### config.mk
export PLATFORM = sky130hd
export DESIGN_NAME = fixed_length_path_cycle_finder_unit
export DESIGN_NICKNAME = d
export VERILOG_FILES = /design/src/rtl/flcf_pkg.sv /design/src/rtl/flcf_engine.sv /design/src/rtl/fixed_length_path_cycle_finder_unit.sv
export SDC_FILE = /design/constraint.sdc
export NUM_CORES = 2
export LEC_CHECK = 0
export ABC_CLOCK_PERIOD_IN_PS = 10300
export BUFFER_PORTS_ARGS = -buffer_cell sky130_fd_sc_hd__buf_2
export CORE_ASPECT_RATIO = 1.1
export CORE_MARGIN = 2
export CORE_UTILIZATION = 65
export CTS_CLUSTER_SIZE = 30
export DETAILED_ROUTE_END_ITERATION = 8
export PLACE_DENSITY = 0.82
export SETUP_SLACK_MARGIN = 0.5
export SLEW_MARGIN = 10
export SYNTH_ARGS = -nofsm -noshare
export SYNTH_HDL_FRONTEND = slang
export SYNTH_SLANG_ARGS = --single-unit
### constraint.sdc
create_clock -name clk -period 10.3 [get_ports clk]
set_clock_uncertainty 0.2 [all_clocks]
set_input_delay 2.575 -clock clk [delete_from_list [all_inputs] [get_ports clk]]
set_output_delay 2.575 -clock clk [all_outputs]
set_load 0.05 [all_outputs]
### src/rtl/flcf_pkg.sv
`timescale 1ns / 1ps
// ----------------------------------------------------------------------------
// flcf_pkg - shared types and constants of the path and cycle finder
// Item codes, the command and result groups between the unit and its search
// engine, and the engine's sequencer states.
// ----------------------------------------------------------------------------
package flcf_pkg;

    // field widths fixed by the item format
    localparam int VERTEX_W = 5;
    localparam int LEN_W    = 5;
    localparam int MODE_W   = 2;

    // default graph size and the reset value of the vertex count register
    localparam int                DEFAULT_VERTICES = 20;
    localparam logic [VERTEX_W-1:0] COUNT_RESET    = 5'd20;

    // witness limits
    localparam int MAX_RESULTS = 20;
    localparam int MIN_CYCLE   = 3;
    localparam int STACK_DEPTH = 21;
    localparam int STACK_W     = $clog2(STACK_DEPTH);

    // item kinds carried in tuser
    typedef enum logic [MODE_W-1:0] {
        MODE_SET   = 2'd0,
        MODE_CLEAR = 2'd1,
        MODE_PATH  = 2'd2,
        MODE_CYCLE = 2'd3
    } mode_t;

    // one input item as seen by the engine, with the active vertex count
    typedef struct packed {
        mode_t               mode;
        logic [VERTEX_W-1:0] vertex_a;
        logic [VERTEX_W-1:0] vertex_b;
        logic [LEN_W-1:0]    length;
        logic [VERTEX_W-1:0] count;
    } cmd_t;

    // one result item
    typedef struct packed {
        logic                found;
        logic [VERTEX_W-1:0] vertex;
        logic [VERTEX_W-1:0] position;
        logic                last;
    } res_t;

    // search sequencer states
    typedef enum logic [2:0] {
        ST_IDLE,
        ST_SEARCH,
        ST_POP,
        ST_OUT_RD,
        ST_OUT,
        ST_MISS
    } state_t;

endpackage

### src/rtl/flcf_engine.sv
`timescale 1ns / 1ps
// ----------------------------------------------------------------------------
// flcf_engine - adjacency store and backtracking search sequencer
// Holds the undirected adjacency matrix, applies edge items, and searches depth
// first over an explicit stack, one neighbour candidate per cycle between pops.
// ----------------------------------------------------------------------------
module flcf_engine #(
    parameter int VERTICES = flcf_pkg::DEFAULT_VERTICES
) (
    input  logic          clk,
    input  logic          rst_n,
    input  logic          cmd_valid,
    output logic          cmd_ready,
    input  flcf_pkg::cmd_t cmd,
    output logic          res_valid,
    input  logic          res_ready,
    output flcf_pkg::res_t res
);

    // only vertices below 32 can ever be named by an item
    localparam int ROWS = (VERTICES < 32) ? VERTICES : 32;
    localparam int VW   = $clog2(ROWS);
    localparam int SW   = flcf_pkg::STACK_W;
    localparam int XW   = flcf_pkg::VERTEX_W;

    flcf_pkg::state_t state_reg, state_next;

    logic [ROWS-1:0] adj_reg [ROWS];
    logic [ROWS-1:0] visited_reg, visited_next;
    logic [SW-1:0]   d_reg, d_next;
    logic [XW-1:0]   cur_reg, cur_next;
    logic [XW-1:0]   w_reg, w_next;
    logic [XW-1:0]   start_reg, start_next;
    logic [XW-1:0]   target_reg, target_next;
    logic [XW-1:0]   n_reg, n_next;
    logic [SW-1:0]   tgt_reg, tgt_next;
    logic [XW-1:0]   k_reg, k_next;
    logic            cyc_reg, cyc_next;

    // stack memories, one write and one registered read port each
    logic [XW-1:0] stack_vertex_mem [flcf_pkg::STACK_DEPTH];
    logic [XW-1:0] stack_next_mem   [flcf_pkg::STACK_DEPTH];
    logic [XW-1:0] stack_vertex_rd_reg;
    logic [XW-1:0] stack_next_rd_reg;
    logic          sv_we;
    logic [SW-1:0] sv_waddr;
    logic [XW-1:0] sv_wdata;
    logic          nn_we;
    logic [SW-1:0] nn_waddr;
    logic [XW-1:0] nn_wdata;
    logic [SW-1:0] rd_addr;

    logic          edge_we;
    logic [ROWS-1:0] adj_row;
    logic          cand_ok;
    logic          hit;
    logic          at_target;

    assign adj_row   = adj_reg[cur_reg[VW-1:0]];
    assign at_target = (d_reg == tgt_reg);

    // terminal check: cycle closes back to start, path ends on target
    assign hit = cyc_reg ? adj_row[start_reg[VW-1:0]] : (cur_reg == target_reg);

    // shared neighbour test on the current candidate
    always_comb
    begin
        cand_ok = adj_row[w_reg[VW-1:0]] && !visited_reg[w_reg[VW-1:0]];
        if (!cyc_reg && (w_reg == target_reg) && ((d_reg + 1'b1) != tgt_reg))
        begin
            cand_ok = 1'b0;
        end
    end

    // state registers
    always_ff @(posedge clk or negedge rst_n)
    begin
        if (!rst_n)
        begin
            state_reg   <= flcf_pkg::ST_IDLE;
            visited_reg <= '0;
            d_reg       <= '0;
            cur_reg     <= '0;
            w_reg       <= '0;
            start_reg   <= '0;
            target_reg  <= '0;
            n_reg       <= '0;
            tgt_reg     <= '0;
            k_reg       <= '0;
            cyc_reg     <= 1'b0;
        end
        else
        begin
            state_reg   <= state_next;
            visited_reg <= visited_next;
            d_reg       <= d_next;
            cur_reg     <= cur_next;
            w_reg       <= w_next;
            start_reg   <= start_next;
            target_reg  <= target_next;
            n_reg       <= n_next;
            tgt_reg     <= tgt_next;
            k_reg       <= k_next;
            cyc_reg     <= cyc_next;
        end
    end

    // adjacency matrix, both directions updated by one edge item
    always_ff @(posedge clk or negedge rst_n)
    begin
        if (!rst_n)
        begin
            for (int i = 0; i < ROWS; i++)
            begin
                adj_reg[i] <= '0;
            end
        end
        else if (edge_we)
        begin
            for (int i = 0; i < ROWS; i++)
            begin
                if (cmd.vertex_a[VW-1:0] == VW'(i))
                begin
                    adj_reg[i][cmd.vertex_b[VW-1:0]] <= (cmd.mode == flcf_pkg::MODE_SET);
                end
                if (cmd.vertex_b[VW-1:0] == VW'(i))
                begin
                    adj_reg[i][cmd.vertex_a[VW-1:0]] <= (cmd.mode == flcf_pkg::MODE_SET);
                end
            end
        end
    end

    // stack memories
    always_ff @(posedge clk)
    begin
        stack_vertex_rd_reg <= stack_vertex_mem[rd_addr];
        stack_next_rd_reg   <= stack_next_mem[rd_addr];
        if (sv_we)
        begin
            stack_vertex_mem[sv_waddr] <= sv_wdata;
        end
        if (nn_we)
        begin
            stack_next_mem[nn_waddr] <= nn_wdata;
        end
    end

    // sequencer
    always_comb
    begin
        state_next   = state_reg;
        visited_next = visited_reg;
        d_next       = d_reg;
        cur_next     = cur_reg;
        w_next       = w_reg;
        start_next   = start_reg;
        target_next  = target_reg;
        n_next       = n_reg;
        tgt_next     = tgt_reg;
        k_next       = k_reg;
        cyc_next     = cyc_reg;
        sv_we        = 1'b0;
        sv_waddr     = '0;
        sv_wdata     = '0;
        nn_we        = 1'b0;
        nn_waddr     = d_reg;
        nn_wdata     = w_reg + 1'b1;
        rd_addr      = k_reg[SW-1:0];
        edge_we      = 1'b0;
        cmd_ready    = 1'b0;
        res_valid    = 1'b0;
        res          = '0;

        unique case (state_reg)
            flcf_pkg::ST_IDLE:
            begin
                cmd_ready = 1'b1;
                if (cmd_valid)
                begin
                    target_next = cmd.vertex_b;
                    n_next      = cmd.count;
                    d_next      = '0;
                    k_next      = '0;
                    unique case (cmd.mode)
                        flcf_pkg::MODE_SET, flcf_pkg::MODE_CLEAR:
                        begin
                            edge_we = ({1'b0, cmd.vertex_a} < 6'(ROWS)) &&
                                      ({1'b0, cmd.vertex_b} < 6'(ROWS)) &&
                                      (cmd.vertex_a != cmd.vertex_b);
                        end
                        flcf_pkg::MODE_PATH:
                        begin
                            cyc_next = 1'b0;
                            tgt_next = cmd.length[SW-1:0];
                            if ((cmd.vertex_a >= cmd.count) ||
                                (cmd.length > XW'(flcf_pkg::MAX_RESULTS - 1)))
                            begin
                                state_next = flcf_pkg::ST_MISS;
                            end
                            else
                            begin
                                visited_next = {{(ROWS-1){1'b0}}, 1'b1} << cmd.vertex_a[VW-1:0];
                                cur_next     = cmd.vertex_a;
                                w_next       = '0;
                                start_next   = cmd.vertex_a;
                                sv_we        = 1'b1;
                                sv_wdata     = cmd.vertex_a;
                                state_next   = flcf_pkg::ST_SEARCH;
                            end
                        end
                        flcf_pkg::MODE_CYCLE:
                        begin
                            cyc_next = 1'b1;
                            tgt_next = SW'(cmd.length - 1'b1);
                            if ((cmd.length < XW'(flcf_pkg::MIN_CYCLE)) ||
                                (cmd.length > XW'(flcf_pkg::MAX_RESULTS)) ||
                                (cmd.count == '0))
                            begin
                                state_next = flcf_pkg::ST_MISS;
                            end
                            else
                            begin
                                visited_next = {{(ROWS-1){1'b0}}, 1'b1};
                                cur_next     = '0;
                                w_next       = '0;
                                start_next   = '0;
                                sv_we        = 1'b1;
                                sv_wdata     = '0;
                                state_next   = flcf_pkg::ST_SEARCH;
                            end
                        end
                        default:
                        begin
                            state_next = flcf_pkg::ST_IDLE;
                        end
                    endcase
                end
            end

            flcf_pkg::ST_SEARCH:
            begin
                priority if (at_target && hit)
                begin
                    k_next     = '0;
                    state_next = flcf_pkg::ST_OUT_RD;
                end
                else if (!at_target && (w_reg < n_reg) && cand_ok)
                begin
                    // descend into the candidate
                    nn_we        = 1'b1;
                    visited_next = visited_reg | ({{(ROWS-1){1'b0}}, 1'b1} << w_reg[VW-1:0]);
                    sv_we        = 1'b1;
                    sv_waddr     = d_reg + 1'b1;
                    sv_wdata     = w_reg;
                    d_next       = d_reg + 1'b1;
                    cur_next     = w_reg;
                    w_next       = cyc_reg ? start_reg : '0;
                end
                else if (!at_target && (w_reg < n_reg))
                begin
                    w_next = w_reg + 1'b1;
                end
                else if (d_reg != '0)
                begin
                    // backtrack one level, reload the parent from the stack
                    visited_next = visited_reg &
                                   ~({{(ROWS-1){1'b0}}, 1'b1} << cur_reg[VW-1:0]);
                    d_next     = d_reg - 1'b1;
                    rd_addr    = d_reg - 1'b1;
                    state_next = flcf_pkg::ST_POP;
                end
                else if (cyc_reg && ((start_reg + 1'b1) < n_reg))
                begin
                    // next start vertex for the cycle search
                    visited_next = {{(ROWS-1){1'b0}}, 1'b1} << (start_reg[VW-1:0] + 1'b1);
                    start_next   = start_reg + 1'b1;
                    cur_next     = start_reg + 1'b1;
                    w_next       = start_reg + 1'b1;
                    sv_we        = 1'b1;
                    sv_wdata     = start_reg + 1'b1;
                end
                else
                begin
                    state_next = flcf_pkg::ST_MISS;
                end
            end

            flcf_pkg::ST_POP:
            begin
                cur_next   = stack_vertex_rd_reg;
                w_next     = stack_next_rd_reg;
                state_next = flcf_pkg::ST_SEARCH;
            end

            flcf_pkg::ST_OUT_RD:
            begin
                state_next = flcf_pkg::ST_OUT;
            end

            flcf_pkg::ST_OUT:
            begin
                res_valid    = 1'b1;
                res.found    = 1'b1;
                res.vertex   = stack_vertex_rd_reg;
                res.position = k_reg;
                res.last     = (k_reg[SW-1:0] == tgt_reg);
                if (res_ready)
                begin
                    k_next     = k_reg + 1'b1;
                    state_next = res.last ? flcf_pkg::ST_IDLE : flcf_pkg::ST_OUT_RD;
                end
            end

            flcf_pkg::ST_MISS:
            begin
                res_valid = 1'b1;
                res.last  = 1'b1;
                if (res_ready)
                begin
                    state_next = flcf_pkg::ST_IDLE;
                end
            end

            default:
            begin
                state_next = flcf_pkg::ST_IDLE;
            end
        endcase
    end

endmodule

### src/rtl/fixed_length_path_cycle_finder_unit.sv
`timescale 1ns / 1ps
// ----------------------------------------------------------------------------
// fixed_length_path_cycle_finder_unit - fixed-length path and cycle finder
// Edge items maintain an undirected graph; query items search it depth first
// and return the first witness found, one vertex per item.
// ----------------------------------------------------------------------------
//
//  channel   dir  handshake                 payload
//  s_axis    in   s_axis_tvalid/tready      tuser mode, tdata a, b, length
//  m_axis    out  m_axis_tvalid/tready      tuser found, tdata vertex,
//                                           position, tlast last
//  cfg       in   cfg_valid/cfg_ready       vertex_count
//
//  An edge item is applied on acceptance. A query tests each neighbour
//  candidate in the shared scan step, reads the stack on every backtrack and
//  for every result item; the total follows the size of the search tree.
//  Reset clears the adjacency matrix at once, with no clearing pass.
//  s_axis_tready is low from a query's acceptance until its last result item
//  has entered the output register; m_axis stalls hold the engine in place.
//
module fixed_length_path_cycle_finder_unit #(
    parameter int VERTICES = flcf_pkg::DEFAULT_VERTICES
) (
    input  logic        clk,
    input  logic        rst_n,
    input  logic        s_axis_tvalid,
    output logic        s_axis_tready,
    input  logic [15:0] s_axis_tdata,   // vertex_a, vertex_b, length
    input  logic [1:0]  s_axis_tuser,   // mode
    output logic        m_axis_tvalid,
    input  logic        m_axis_tready,
    output logic [15:0] m_axis_tdata,   // vertex, position
    output logic [0:0]  m_axis_tuser,   // found
    output logic        m_axis_tlast,
    input  logic        cfg_valid,
    output logic        cfg_ready,
    input  logic [4:0]  cfg_data
);

    localparam int ROWS = (VERTICES < 32) ? VERTICES : 32;

    logic [flcf_pkg::VERTEX_W-1:0] vertex_count_reg;
    logic [flcf_pkg::VERTEX_W-1:0] active_count;
    flcf_pkg::cmd_t cmd;
    flcf_pkg::res_t res;
    flcf_pkg::res_t out_reg;
    logic           out_valid_reg;
    logic           res_valid;
    logic           res_ready;

    // vertex count register
    assign cfg_ready = 1'b1;

    always_ff @(posedge clk or negedge rst_n)
    begin
        if (!rst_n)
        begin
            vertex_count_reg <= flcf_pkg::COUNT_RESET;
        end
        else if (cfg_valid)
        begin
            vertex_count_reg <= cfg_data;
        end
    end

    // searches see at most the vertices that exist
    assign active_count = ({1'b0, vertex_count_reg} < 6'(ROWS)) ?
                          vertex_count_reg : flcf_pkg::VERTEX_W'(ROWS);

    // unpack the input item
    always_comb
    begin
        cmd.mode     = flcf_pkg::mode_t'(s_axis_tuser);
        cmd.vertex_a = s_axis_tdata[4:0];
        cmd.vertex_b = s_axis_tdata[9:5];
        cmd.length   = s_axis_tdata[14:10];
        cmd.count    = active_count;
    end

    flcf_engine #(
        .VERTICES (VERTICES)
    ) u_engine (
        .clk       (clk),
        .rst_n     (rst_n),
        .cmd_valid (s_axis_tvalid),
        .cmd_ready (s_axis_tready),
        .cmd       (cmd),
        .res_valid (res_valid),
        .res_ready (res_ready),
        .res       (res)
    );

    // output register
    assign res_ready = !out_valid_reg || m_axis_tready;

    always_ff @(posedge clk or negedge rst_n)
    begin
        if (!rst_n)
        begin
            out_valid_reg <= 1'b0;
        end
        else if (res_ready)
        begin
            out_valid_reg <= res_valid;
        end
    end

    always_ff @(posedge clk)
    begin
        if (res_ready && res_valid)
        begin
            out_reg <= res;
        end
    end

    assign m_axis_tvalid = out_valid_reg;
    assign m_axis_tdata  = {6'b0, out_reg.position, out_reg.vertex};
    assign m_axis_tuser  = out_reg.found;
    assign m_axis_tlast  = out_reg.last;

endmodule

Word-level counts from Yosys, hierarchy flattened --
Memories as Yosys holds them, arrays and structs flattened. A register that Yosys moved wholly into a read port is not among the register bits. Cells that the tools add are included.
Cells by class: shift operators 4, equal/unequal tests 74, add/subtract/negate cells 6, muxes and demuxes 212, $lt $le $gt $ge 16, div/mod/pow operators 0, reductions and logical operators 41, $mul 0, bitwise logic cells 4
Operator list (count):
- two-way mux 20 bit | 70
- bitwise mux 20 bit | 40
- two-way mux 5 bit | 40
- binary-select mux 20 bit (select 5 bit) | 1
- == test 5 x 4 -> 1 bit (second input constant) | 16
- case mux 20 bit (2 select lines) | 2
- left shift 1 x 5 -> 20 bit (first input constant) | 4
- case mux 5 bit (2 select lines) | 6
- case mux 5 bit (3 select lines) | 3
- == test 5 x 3 -> 1 bit (second input constant) | 8
- == test 5 bit (second input constant) | 8
- two-way mux 3 bit | 10
- two-way mux 1 bit | 27
- < comparator 5 x 6 -> 1 bit (second input constant) | 4
- adder 5 x 1 -> 5 bit (second input constant) | 4
- AND 20 bit | 1
- == test 5 x 2 -> 1 bit (second input constant) | 4
- == test 5 bit | 4
- inverter 20 bit | 1
- OR 20 bit | 1
- case mux 3 bit (6 select lines) | 1
- AND reduction 8 bit | 2
- binary-select mux 1 bit (select 5 bit) | 3
- logical NOT 5 bit | 3
- 44 further kinds | 94
Storage, ports and cells: memory bits (read-only) 0, memories 2, bits in latches 0, register bits after elaboration 482, logic and storage cells 396, bits in writable memories 210, output and inout port bits 21
Memory list:
- u_engine.stack_next_mem | depth 21, width 5, read ports 1, clocked after Yosys merged registers in 1, wr ports 1, line flcf_engine.sv:42 | logic [XW-1:0] stack_next_mem [flcf_pkg::STACK_DEPTH];
- u_engine.stack_vertex_mem | depth 21, width 5, read ports 1, clocked after Yosys merged registers in 1, wr ports 1, line flcf_engine.sv:41 | logic [XW-1:0] stack_vertex_mem [flcf_pkg::STACK_DEPTH];

Depth between registers and ports, before layout --
word-level depth 14, gate-level depth with buffers 20, mapped depth without buffers 16

Cells and area by module --
From an unflattened synthesis, not the netlist that was laid out.
Second synthesis, totals: cells, all modules 2966, area, all modules 35536.6 µm²
By module, submodules not included:
- flcf_engine | area each 34853.4 µm², times used 1, cells an instance 2925, seq. area each 18117.4 µm²
- fixed_length_path_cycle_finder_unit | area each 683.2 µm², times used 1, cells an instance 41, seq. area each 513.0 µm²

Worst setup path after synthesis --
Ideal clock, no wire load.
path kind input to register, start point input s_axis_tdata[0], end point memory u_engine.stack_vertex_mem[4][0] (netlist bit), enable pin, data arrival time 5127 ps, stages 13, library setup time 374 ps, buffers on the path 1, slack 4600 ps, cell sequence clkbuf_1 > inv_1 > ha_1 > nand2b_1 > a21o_1 > a21oi_1 > nor2b_1 > o21ai_0 > nand2_1 > nor3_1 > o21bai_1 > o2bb2ai_1 > nor3_1
On the way: cells in the longest elaborated chain, start to end 8
RTL lines:
- from (decl) | line fixed_length_path_cycle_finder_unit.sv:28 | input logic [15:0] s_axis_tdata,
- >= comparator 5 bit | line flcf_engine.sv:196 | if ((cmd.vertex_a >= cmd.count) ||
- logical OR 1 bit | line flcf_engine.sv:196
- two-way mux 1 bit | line flcf_engine.sv:196
- case mux 1 bit (2 select lines) | line flcf_engine.sv:185 | unique case (cmd.mode)
- two-way mux 1 bit | line flcf_engine.sv:179 | if (cmd_valid)
- case mux 1 bit (2 select lines) | line flcf_engine.sv:175 | unique case (state_reg)
- two-way mux 1 bit | line flcf_engine.sv:139 | if (sv_we)
- two-way mux 1 bit (implied by the code) | line flcf_engine.sv:141 | stack_vertex_mem[sv_waddr] <= sv_wdata;
- to (decl) | line flcf_engine.sv:41
Every way passes these cells.

Final worst setup path --
start point register u_engine.cur_reg[0], end point register u_engine.visited_reg[9]
On the way: cells in the longest elaborated chain, start to end 12
RTL lines:
- from (decl) | line flcf_engine.sv:31 | logic [XW-1:0] cur_reg, cur_next;
- from (signal assigned) | line flcf_engine.sv:97 | cur_reg <= cur_next;
- inverter 5 -> 6 bit (implied by the code) | line flcf_engine.sv:59 | assign adj_row = adj_reg[cur_reg[VW-1:0]];
- binary-select mux 20 bit (select 5 bit) | line flcf_engine.sv:59
- two-way mux 20 bit (implied by the code) (2 in a row) | line flcf_engine.sv:59
- binary-select mux 1 bit (select 5 bit) | line flcf_engine.sv:68 | cand_ok = adj_row[w_reg[VW-1:0]] && !visited_reg[w_reg[VW-1:0]];
- two-way mux 1 bit (implied by the code) | line flcf_engine.sv:68
- logical AND 1 bit | line flcf_engine.sv:68
- two-way mux 1 bit | line flcf_engine.sv:69 | if (!cyc_reg && (w_reg == target_reg) && ((d_reg + 1'b1) != tgt_reg))
- logical AND 1 bit | line flcf_engine.sv:248 | else if (!at_target && (w_reg < n_reg) && cand_ok)
- two-way mux 20 bit | line flcf_engine.sv:248
- two-way mux 20 bit | line flcf_engine.sv:243 | priority if (at_target && hit)
- case mux 20 bit (2 select lines) | line flcf_engine.sv:175
- to (signal assigned) | line flcf_engine.sv:95 | visited_reg <= visited_next;
- to (decl) | line flcf_engine.sv:29 | logic [ROWS-1:0] visited_reg, visited_next;
Parallel ways exist; a longest one is shown, timed or not. The select of a mux whose other input is x is not followed. A chain may end at the register's enable or synchronous reset.

==> impl_metrics.ini <==
[drt]
wl_um = 101000
met2_length_um = 48700
antenna_left = 0
vias = 26500
drcViolationCount = 0
wl_met1_um = 36000
dr.max_layer_used = met5
wl_per_cell_um = 27.1
first_pass_iters = 8
met3_length_um = 9650
viasPerCell = 7.09
drt_iter0_markers = 3776

[floorplanning]
coreArea_mm2 = 0.0547
rows = 90
fp.dieW_um = 228
fp.dieH_um = 251
die-area_mm2 = 0.0572
start_util_pct = 65.6
io_pins = 49

[placement]
dp_cells = 3608
gp_congestion = 0.977
numPortBuffers = 40
post-dp-hpwl_um = 66200

[global_routing]
grt_pass1_vias = 26700
grt_pass1_wl_um = 156000
grtUsageTotal_pct = 35.3
grt_max_degree = 313
grt.overflow.total = 0
antenna_found_initial = 2

[clocking]
cts-root-buf = clkbuf_16
cts-buffers-inserted = 71
clock_latency_ps = 620
htreeDepth = 3
clock_path_buffers = 3
holdBufCountCts = 0
clock-sinks = 702
post_cts_resized = 0
cts_tree = built
cts_setup_buffers = 0
clkTransAtPathRegs_ps = 60

[yosys]
synthFlopType = dfrtp_1
syn_inst = 3062
synth_area_leader_cell = dfrtp_1
async_flop_share_pct = 67.0
yosys.cell_count.top_type = dfrtp_1
yosysSeqAreaShare_pct = 51.9
synth.avg_cell_area_um2 = 11.7
ys_seq_elements = 702
synth_cell_types = 87
synth_top_area_share_pct = 32.6
synth_area_leaders = dfrtp_1, edfxtp_1, mux2_2
synth_edf_count = 222
synthesis.area_mm2 = 0.0359
synth_common_cells = dfrtp_1, mux2_2, nand2_1
ys.warnings.count = 0

[run]
max_cap_viol_count = 0

[min_path]
hold_start = u_engine.adj_reg[76]
hp-class = flip-flop to flip-flop

[critical_path]
cp-start-kind = flip-flop
crit_path_start = u_engine.cur_reg[0]
rrSetupSlack_ps = 2890
critPathCaptureType = flip-flop
path_class = flip-flop to flip-flop
r2r_start = u_engine.cur_reg[0]
crit_required_ps = 10620
critPathArrivalTime_ps = 7740
crit_path_max_fanout = 46

[sta]
hold-worst-slack_ps = 172
setup_viol = 0
fin_crit_sh_pct = 72.0
tightest_slew_ps = 1550
fin_setup_tns_ps = 0
hold_viol = 0
slew_headroom_pct = -3.48
rsz0062_at_grt = no
max_freq_mhz = 135
finalCriticalPeriod_ps = 7410
maxSlewViolCount = 64

[power_and_ir_drop]
total_power_mw = 9.88
peakVddDrop_uv = 223
p_per_area_mw_per_mm2 = 256
leakagePower_nw = 16.1

[run_status]
violations = max-slew violations
status = complete, but fails checks

[layout]
layout.nets = 3005
filler_cell_count = 3685
layoutNonFillerInstCount = 3733
syn_to_final_growth_pct = 7.27
fin_util_pct = 70.4
drive_gt1_share_pct = 23.9
largest_reg_flops = 400
-- stage by stage --
stage | setup slack (ps) | instance area (um^2)
floorplan | 4600 | 35900
global placement | 3150 | 36200
detailed placement | 3080 | 36200
CTS | 3040 | 38500
global route | 2530 | 38500
finish | 2890 | 38500
-- critical path, stage by stage, from the launching register on --
cell and delay, ps:
dfrtp_4 1070, buf_4 730, mux4_2 630, mux2i_1 240, nor2_1 80, a221oi_1 540
mux4_2 360, nand2_1 50, a32o_1 270, a21oi_1 140, nand3b_4 360, nand2_1 700
o21bai_2 1040, nor2_1 570, a2bb2oi_1 280
-- area by class of cell --
cell class / instances / area, um^2 / share of cell area, %
flip-flops and latches: 702 / 18600 / 48.4
multi-input cells: 2059 / 16000 / 41.6
clock buffers: 98 / 2060 / 5.36
well taps: 736 / 921 / 2.39
repair buffers: 77 / 538 / 1.40
clock inverters: 26 / 224 / 0.581
inverters: 34 / 128 / 0.331
diodes: 1 / 2.50 / 0.00649
-- cell usage in the layout, fill, tap and decap left out, types with 25 or more instances in the layout --
| master | Yosys | routed |
|---|---|---|
| buf_2 | 34 | 39 |
| a22oi_1 | 110 | 110 |
| ha_1 | 32 | 32 |
| nor2_1 | 178 | 177 |
| inv_1 | 34 | 34 |
| nand2_1 | 351 | 351 |
| nand4_1 | 25 | 25 |
| and3_1 | 28 | 28 |
| edfxtp_1 | 222 | 222 |
| o22ai_1 | 129 | 129 |
| a21oi_1 | 80 | 80 |
| buf_4 | 21 | 33 |
| o21ai_0 | 49 | 49 |
| mux4_2 | 77 | 77 |
| nand3_1 | 96 | 96 |
| mux2_2 | 411 | 411 |
| dfrtp_1 | 468 | 465 |
| nor3_1 | 37 | 34 |
| clkbuf_16 | 0 | 76 |
| mux2i_1 | 125 | 123 |
-- power by group --
group / internal (mW) / switching (mW) / leakage, nW
clock network: 1.48 / 1.09 / 1.11
logic: 1.24 / 2.53 / 6.39
registers: 3.19 / 0.359 / 8.58
-- per-layer routing --
layer	vias to the layer above	global-route usage (%)
li1	11100	-
met4	2	22.8
met3	454	6.49
met2	1785	57.5
met1	13100	43.8
met5	-	0
-- worst paths after layout --
kind,cells past startpoint,end
min in group asynchronous,1,u_engine.adj_reg[322]
hold / removal,0,u_engine.adj_reg[76]
hold reg to reg,0,u_engine.adj_reg[76]
setup reg to reg,14,u_engine.visited_reg[9]
max in group asynchronous,3,u_engine.adj_reg[142]
setup / recovery,14,u_engine.visited_reg[9]
-- cells by family after synthesis --
group                    Yosys count  share of synthesized area, %
AND/OR/NAND/NOR                  823                          10.4
flip-flops                       702                          51.9
multiplexers                     614                          21.3
AO/OA/AOI/OAI                    542                          10.6
buffers and inverters            306                          3.80
XOR/XNOR                          41                          1.00
adder cells (fa/ha/maj)           32                          1.11
other                              2                        0.0209
Power figures use the tool's default switching activity.
